[src/rtl/sau_pkg.sv]
package sau_pkg;

    // Stack geometry
    localparam int STACK_DEPTH = 64;
    localparam int ADDR_W      = $clog2(STACK_DEPTH);
    localparam int CNT_W       = $clog2(STACK_DEPTH + 1);

    // Data path
    localparam int WORD_W    = 32;
    localparam int DIV_STEPS = WORD_W;
    localparam int STEP_W    = $clog2(DIV_STEPS);

    // Action codes
    localparam logic [2:0] ACT_PUSH = 3'd0;
    localparam logic [2:0] ACT_ADD  = 3'd1;
    localparam logic [2:0] ACT_SUB  = 3'd2;
    localparam logic [2:0] ACT_MUL  = 3'd3;
    localparam logic [2:0] ACT_DIV  = 3'd4;
    localparam logic [2:0] ACT_REM  = 3'd5;

    // Result status codes
    typedef enum logic [1:0] {
        ST_OK      = 2'd0,
        ST_SHORT   = 2'd1,
        ST_DIVZERO = 2'd2,
        ST_FULL    = 2'd3
    } status_t;

    // Sequencer states
    typedef enum logic [1:0] {
        S_IDLE,
        S_FETCH,
        S_MUL,
        S_DIV
    } state_t;

    // Stack memory access
    typedef struct packed {
        logic              we;
        logic [ADDR_W-1:0] waddr;
        logic [WORD_W-1:0] wdata;
        logic              re;
        logic [ADDR_W-1:0] raddr;
    } mem_req_t;

endpackage

[src/rtl/sau_stack_mem.sv]
module sau_stack_mem
    import sau_pkg::*;
(
    input  logic              clk,
    input  mem_req_t          req,
    output logic [WORD_W-1:0] rdata
);

    logic [WORD_W-1:0] mem [STACK_DEPTH];

    // One write port, one registered read port
    always_ff @(posedge clk)
    begin
        if (req.we)
        begin
            mem[req.waddr] <= req.wdata;
        end
        if (req.re)
        begin
            rdata <= mem[req.raddr];
        end
    end

endmodule

[src/rtl/sau_divider.sv]
module sau_divider
    import sau_pkg::*;
(
    input  logic              clk,
    input  logic              rst_n,
    input  logic              start,
    input  logic [WORD_W-1:0] dividend,
    input  logic [WORD_W-1:0] divisor,
    output logic              done,
    output logic [WORD_W-1:0] quotient,
    output logic [WORD_W-1:0] remainder
);

    logic              busy_reg;
    logic              done_reg;
    logic [STEP_W-1:0] step_reg;
    logic [WORD_W-1:0] rem_reg;
    logic [WORD_W-1:0] quo_reg;
    logic [WORD_W-1:0] div_reg;
    logic              neg_q_reg;
    logic              neg_r_reg;

    logic [WORD_W-1:0] mag_s;
    logic [WORD_W-1:0] mag_t;
    logic [WORD_W:0]   shifted;
    logic [WORD_W:0]   diff;

    // Operand magnitudes; the most negative word maps onto itself unsigned
    assign mag_s = dividend[WORD_W-1] ? (~dividend + 1'b1) : dividend;
    assign mag_t = divisor[WORD_W-1] ? (~divisor + 1'b1) : divisor;

    // One restoring step per cycle; the partial remainder stays below the divisor
    assign shifted = {rem_reg, quo_reg[WORD_W-1]};
    assign diff    = shifted - {1'b0, div_reg};

    // Control
    always_ff @(posedge clk or negedge rst_n)
    begin
        if (!rst_n)
        begin
            busy_reg <= 1'b0;
            done_reg <= 1'b0;
            step_reg <= '0;
        end
        else
        begin
            done_reg <= 1'b0;
            if (start)
            begin
                busy_reg <= 1'b1;
                step_reg <= '0;
            end
            else if (busy_reg)
            begin
                step_reg <= step_reg + 1'b1;
                if (step_reg == STEP_W'(DIV_STEPS - 1))
                begin
                    busy_reg <= 1'b0;
                    done_reg <= 1'b1;
                end
            end
        end
    end

    // Data path
    always_ff @(posedge clk)
    begin
        if (start)
        begin
            rem_reg   <= '0;
            quo_reg   <= mag_s;
            div_reg   <= mag_t;
            neg_q_reg <= dividend[WORD_W-1] ^ divisor[WORD_W-1];
            neg_r_reg <= dividend[WORD_W-1];
        end
        else if (busy_reg)
        begin
            if (!diff[WORD_W])
            begin
                rem_reg <= diff[WORD_W-1:0];
                quo_reg <= {quo_reg[WORD_W-2:0], 1'b1};
            end
            else
            begin
                rem_reg <= shifted[WORD_W-1:0];
                quo_reg <= {quo_reg[WORD_W-2:0], 1'b0};
            end
        end
    end

    // Sign fix: quotient truncates toward zero, remainder follows dividend
    assign done      = done_reg;
    assign quotient  = neg_q_reg ? (~quo_reg + 1'b1) : quo_reg;
    assign remainder = neg_r_reg ? (~rem_reg + 1'b1) : rem_reg;

endmodule

[src/rtl/stack_arith_unit.sv]
// Push, unknown action and every error beat: result strobed the cycle after start.
// Add and subtract: stack read, then write back; multiply: stack read, product, write back.
// Divide and remainder: stack read, then the 32-step radix-2 divider, then write back.
// busy stays high until the result is strobed; done cannot be stalled.
// Reset (async, active low) empties the stack; stack words are not cleared.
module stack_arith_unit
    import sau_pkg::*;
(
    input  logic               clk,
    input  logic               rst_n,
    input  logic               start,
    output logic               busy,
    input  logic [2:0]         action,
    input  logic signed [31:0] push_value,
    output logic               done,
    output logic [1:0]         status,
    output logic signed [31:0] top_value,
    output logic [6:0]         stack_depth
);

    state_t            state_reg,  state_next;
    logic [CNT_W-1:0]  count_reg,  count_next;
    logic [WORD_W-1:0] top_reg,    top_next;
    status_t           status_reg, status_next;
    logic              done_reg,   done_next;
    logic [2:0]        act_reg,    act_next;
    logic [WORD_W-1:0] prod_reg,   prod_next;

    mem_req_t          mem_req;
    logic [WORD_W-1:0] rd_data;
    logic              div_start;
    logic              div_done;
    logic [WORD_W-1:0] div_quo;
    logic [WORD_W-1:0] div_rem;

    logic              fin_en;
    logic [WORD_W-1:0] fin_val;
    logic [ADDR_W-1:0] second_addr;

    assign busy        = (state_reg != S_IDLE);
    assign second_addr = ADDR_W'(count_reg - CNT_W'(2));

    sau_stack_mem u_mem (
        .clk   (clk),
        .req   (mem_req),
        .rdata (rd_data)
    );

    sau_divider u_div (
        .clk       (clk),
        .rst_n     (rst_n),
        .start     (div_start),
        .dividend  (rd_data),
        .divisor   (top_reg),
        .done      (div_done),
        .quotient  (div_quo),
        .remainder (div_rem)
    );

    // State and result registers
    always_ff @(posedge clk or negedge rst_n)
    begin
        if (!rst_n)
        begin
            state_reg  <= S_IDLE;
            count_reg  <= '0;
            top_reg    <= '0;
            status_reg <= ST_OK;
            done_reg   <= 1'b0;
            act_reg    <= ACT_PUSH;
        end
        else
        begin
            state_reg  <= state_next;
            count_reg  <= count_next;
            top_reg    <= top_next;
            status_reg <= status_next;
            done_reg   <= done_next;
            act_reg    <= act_next;
        end
    end

    always_ff @(posedge clk)
    begin
        prod_reg <= prod_next;
    end

    // Sequencer
    always_comb
    begin
        state_next  = state_reg;
        count_next  = count_reg;
        top_next    = top_reg;
        status_next = status_reg;
        done_next   = 1'b0;
        act_next    = act_reg;
        prod_next   = prod_reg;
        div_start   = 1'b0;
        fin_en      = 1'b0;
        fin_val     = '0;
        mem_req     = '0;

        unique case (state_reg)
            S_IDLE:
            begin
                if (start)
                begin
                    act_next = action;
                    unique case (action)
                        ACT_PUSH:
                        begin
                            done_next = 1'b1;
                            if (count_reg >= CNT_W'(STACK_DEPTH))
                            begin
                                status_next = ST_FULL;
                            end
                            else
                            begin
                                status_next   = ST_OK;
                                mem_req.we    = 1'b1;
                                mem_req.waddr = ADDR_W'(count_reg);
                                mem_req.wdata = push_value;
                                top_next      = push_value;
                                count_next    = count_reg + 1'b1;
                            end
                        end
                        ACT_ADD, ACT_SUB, ACT_MUL, ACT_DIV, ACT_REM:
                        begin
                            if (count_reg < CNT_W'(2))
                            begin
                                done_next   = 1'b1;
                                status_next = ST_SHORT;
                                count_next  = '0;
                                top_next    = '0;
                            end
                            else if ((action == ACT_DIV || action == ACT_REM)
                                     && top_reg == '0)
                            begin
                                done_next   = 1'b1;
                                status_next = ST_DIVZERO;
                                count_next  = '0;
                                top_next    = '0;
                            end
                            else
                            begin
                                mem_req.re    = 1'b1;
                                mem_req.raddr = second_addr;
                                state_next    = S_FETCH;
                            end
                        end
                        default:
                        begin
                            done_next   = 1'b1;
                            status_next = ST_OK;
                        end
                    endcase
                end
            end
            S_FETCH:
            begin
                // rd_data holds the second entry, top_reg the top entry
                unique case (act_reg)
                    ACT_ADD:
                    begin
                        fin_en  = 1'b1;
                        fin_val = rd_data + top_reg;
                    end
                    ACT_SUB:
                    begin
                        fin_en  = 1'b1;
                        fin_val = rd_data - top_reg;
                    end
                    ACT_MUL:
                    begin
                        prod_next  = rd_data * top_reg;
                        state_next = S_MUL;
                    end
                    ACT_DIV, ACT_REM:
                    begin
                        div_start  = 1'b1;
                        state_next = S_DIV;
                    end
                    default:
                    begin
                        state_next = S_IDLE;
                    end
                endcase
            end
            S_MUL:
            begin
                fin_en  = 1'b1;
                fin_val = prod_reg;
            end
            S_DIV:
            begin
                if (div_done)
                begin
                    fin_en  = 1'b1;
                    fin_val = (act_reg == ACT_DIV) ? div_quo : div_rem;
                end
            end
            default:
            begin
                state_next = S_IDLE;
            end
        endcase

        // Write back the result over the second entry and pop
        if (fin_en)
        begin
            mem_req.we    = 1'b1;
            mem_req.waddr = second_addr;
            mem_req.wdata = fin_val;
            top_next      = fin_val;
            count_next    = count_reg - 1'b1;
            status_next   = ST_OK;
            done_next     = 1'b1;
            state_next    = S_IDLE;
        end
    end

    assign done        = done_reg;
    assign status      = status_reg;
    assign top_value   = $signed(top_reg);
    assign stack_depth = 7'(count_reg);

    // Checks
    a_count_bound: assert property (@(posedge clk) disable iff (!rst_n)
        count_reg <= CNT_W'(STACK_DEPTH))
        else $error("stack count beyond depth");

    a_fetch_from_idle: assert property (@(posedge clk) disable iff (!rst_n)
        (state_reg == S_FETCH) |-> $past(state_reg == S_IDLE))
        else $error("fetch not entered from idle");

    a_div_done_state: assert property (@(posedge clk) disable iff (!rst_n)
        div_done |-> (state_reg == S_DIV))
        else $error("divider finished outside divide state");

    a_no_rw_overlap: assert property (@(posedge clk) disable iff (!rst_n)
        !(mem_req.we && mem_req.re))
        else $error("stack read and write in the same cycle");

    a_error_empties: assert property (@(posedge clk) disable iff (!rst_n)
        (done_reg && (status_reg == ST_SHORT || status_reg == ST_DIVZERO))
        |-> (count_reg == '0 && top_reg == '0))
        else $error("error beat left entries on the stack");

endmodule

[config.mk]
export PLATFORM = sky130hd
export DESIGN_NAME = stack_arith_unit
export DESIGN_NICKNAME = d
export VERILOG_FILES = /design/src/rtl/sau_pkg.sv /design/src/rtl/sau_stack_mem.sv /design/src/rtl/sau_divider.sv /design/src/rtl/stack_arith_unit.sv
export SDC_FILE = /design/constraint.sdc
export NUM_CORES = 2
export LEC_CHECK = 0
export ABC_AREA = 1
export BUFFER_PORTS_ARGS = -buffer_cell sky130_fd_sc_hd__buf_2
export CORE_ASPECT_RATIO = 0.6
export CORE_MARGIN = 3
export CORE_UTILIZATION = 25
export DETAILED_ROUTE_END_ITERATION = 16
export PLACE_DENSITY_LB_ADDON = 0.3
export REMOVE_ABC_BUFFERS = 1
export SYNTH_ARGS = -nofsm -noshare
export SYNTH_HDL_FRONTEND = slang
export SYNTH_HIERARCHICAL = 1
export SYNTH_SLANG_ARGS = --single-unit
[constraint.sdc]
create_clock -name clk -period 19.6 [get_ports clk]
set_input_delay 2.94 -clock clk [delete_from_list [all_inputs] [get_ports clk]]
set_output_delay 2.94 -clock clk [all_outputs]
set_load 0.005 [all_outputs]
==> results_dict.tcl <==
set metrics [dict create \
    status "completed" \
    grt-ovfl-total 0 \
    dr.pass1.iters 6 \
    cts_tree "done" \
    pre_cts_ws_ns 9.21 \
    yosysMostFrequentCell "nand2_1" \
    max_stage_delay_ns 0.81 \
    hold_path.class "flop to flop" \
    postRouteAntennaNets 0 \
    pin_count 81 \
    max_slew_margin 0.133 \
    synth.top_cells.by_area "edfxtp_1 56%, nand2_1 12%, nand3_1 9.0%" \
    netlist_instances 11700 \
    r2r-start "u_mem/rdata[14]$_DFFE_PP_" \
    hold_buffers 0 \
    clockBufferDepth 4 \
    finalHoldViolCount 0 \
    crit_start "action[2]" \
    cts_sinks 2264 \
    ys.flop_type "edfxtp_1" \
    nets 12300 \
    reg2regPathDepth 22 \
    cts_root_buf "clkbuf_16" \
    post-cts-setup-buffer-count 0 \
    fin_crit_sh 0.491 \
    required_ns 20.32 \
    end_kind "flop" \
    routed-wl-met2_um 161000 \
    crit_buf_inv 8 \
    worstPathCellList "buf_2, nor3_2, a21oi_2, nand3_2, nor2_4, buf_4, inv_1, nor2_4, buf_4, buf_4, buf_12, buf_4, buf_4, nand2_1, nand3_1, nand3_1, nand2_1, nand2_1, nand3_1, nand3_1, nand2_1" \
    path_common_cell "buf_4" \
    crit_type "input pin to flop" \
    synth.distinct_cells 65 \
    routed.top_layer "met5" \
    numCtsBuffers 212 \
    stdcell_count 17900 \
    placedCellCount 17500 \
    grt_start_max_net_pins 198 \
    die_h_um 536 \
    io_buffers 80 \
    route.detailed.drc 0 \
    synth_top_area_share 0.559 \
    vias 86500 \
    start_util 0.253 \
    antenna_found_initial 36 \
    clock.fmax_ghz 0.104 \
    clk_pin_slew_ns 0.07 \
    finalCriticalPeriod_ns 9.62 \
    async_flop_share 0.0239 \
    first_global_vias 79400 \
    nFillCells 48200 \
    netlist_area_um2 117000 \
    core_um2 463000 \
    r2r_end "prod_reg[29]$_DFFE_PP_" \
    largest_reg_flops 2048 \
    synth-edff-count 2178 \
    tightestPinTransition_ns 1.30 \
    die_area_um2 477000 \
    ys_seq_elements 2264 \
    h-tree-depth 4 \
    slew_violations 0 \
    dpl.hpwl_um 273000 \
    synth_seq_area_share 0.576 \
    routed-wl-met3_um 60700 \
    layout-drive-gt1-share 0.0705 \
    globalRouteTotalUtil 0.177 \
    rsz0062_at_grt "false" \
    layout_setup_ws_ns 9.98 \
    grt_pass1_wl_um 612000 \
    setup_viol_count_final 0 \
    cp.depth 21 \
    cap_violations 0 \
    clk_latency_ns 0.93 \
    critPathSlowestCell "buf_4" \
    routedWlPerCell_um 24.3 \
    gp_congestion 0.952 \
    rows 193 \
    path_delay_family "buffers and inverters" \
    post_cts_resized 0 \
    area_delta_synth_final_pct 12.3 \
    critPathArrivalTime_ns 10.34 \
    regMostFlops "u_mem/mem" \
    yosys_warnings 6 \
    yosys-top-cells-count "3,666 x nand2_1, 2,178 x edfxtp_1, 2,111 x nand3_1" \
    finClkSkew_ns 0.134 \
    cp-start-kind "input pin" \
    wl_um 436000 \
    timing.reg2reg.setup_slack_ns 10.65 \
    syn_area_per_cell_um2 10.0 \
    met1_length_um 207000 \
    synth_top_cell_by_area "edfxtp_1" \
    crit_end "u_mem/rdata[31]$_DFFE_PP_" \
    via_per_inst 4.83 \
    drt_iter0_markers 12200 \
    critPathMaxFanout 155 \
    die_x_um 889 \
]
## logic make-up after synthesis
kind of cell / share of synthesized area
AO/OA/AOI/OAI: 0.0204
XOR/XNOR: 0.0157
adder cells (fa/ha/maj): 0.0914
buffers and inverters: 0.0658
flip-flops: 0.576
AND/OR/NAND/NOR: 0.231
## worst register-to-register path: cells and delay by family (launching register included)
family          cells  cell delay, ns
xor+xnor            1            0.77
buf+inv             5            1.09
compound gates      2            0.33
fa+ha+maj           9            4.47
simple gates        5            1.19
flops               1            0.70
## placed cells by master, fill, tap and decap left out, drive strengths merged, types with 9 or more instances in the layout
cell / count
o21ai: 190
ha: 199
o21bai: 13
nor2: 380
o31ai: 9
dfrtp: 54
a21oi: 134
diode: 11
nand4: 43
xor2: 153
a31oi: 11
nand2: 3681
a21o: 13
nor3: 63
dfxtp: 32
xnor2: 57
nor4: 12
clkbuf: 249
edfxtp: 2178
buf: 332
inv: 1215
nand3: 2116
clkinv: 101
bufinv: 15
o211ai: 13
fa: 410
or2: 22
## worst min path at each step
stage	startpoint	end	slack [ns]	cells after the start
floorplan	u_div/rem_reg[1]$_SDFFE_PP0P_	u_div/rem_reg[1]$_SDFFE_PP0P_	0.45	2
global placement	status[0]$_DFFE_PN0P_	status[0]$_DFFE_PN0P_	0.46	2
detailed placement	status[0]$_DFFE_PN0P_	status[0]$_DFFE_PN0P_	0.46	2
CTS	status[0]$_DFFE_PN0P_	status[0]$_DFFE_PN0P_	0.48	2
global route	status[0]$_DFFE_PN0P_	status[0]$_DFFE_PN0P_	0.50	2
finish	status[0]$_DFFE_PN0P_	status[0]$_DFFE_PN0P_	0.47	2
## stage by stage
step	util	setup TNS, ns	cell area [um2]	hold WS [ns]
floorplan	-	-2152.81	114000	0.449
global placement	0.269	0	125000	0.462
detailed placement	0.269	0	125000	0.462
CTS	0.283	0	131000	0.478
global route	0.283	0	131000	0.496
finish	0.284	0	131000	0.475
## per-layer routing
metal / vias to the layer above / GRT usage
met5: - / 0
met4: 8 / 0.0283
met3: 423 / 0.0655
met2: 4434 / 0.223
met1: 43000 / 0.281
li1: 38700 / -
## final cells by class
cell class	count	area, um2	share of cell area
flip-flops and latches	2264	67400	0.513
multi-input cells	7580	42700	0.325
well taps	6142	7680	0.0585
clock buffers	249	5490	0.0418
inverters	1216	4610	0.0351
repair buffers	332	2420	0.0184
clock inverters	123	1060	0.00808
diodes	11	27.5	0.000210
Power is left out: the tool's default activity adds up to more than one toggle a clock period on the data nets, which glitch-free logic cannot reach.
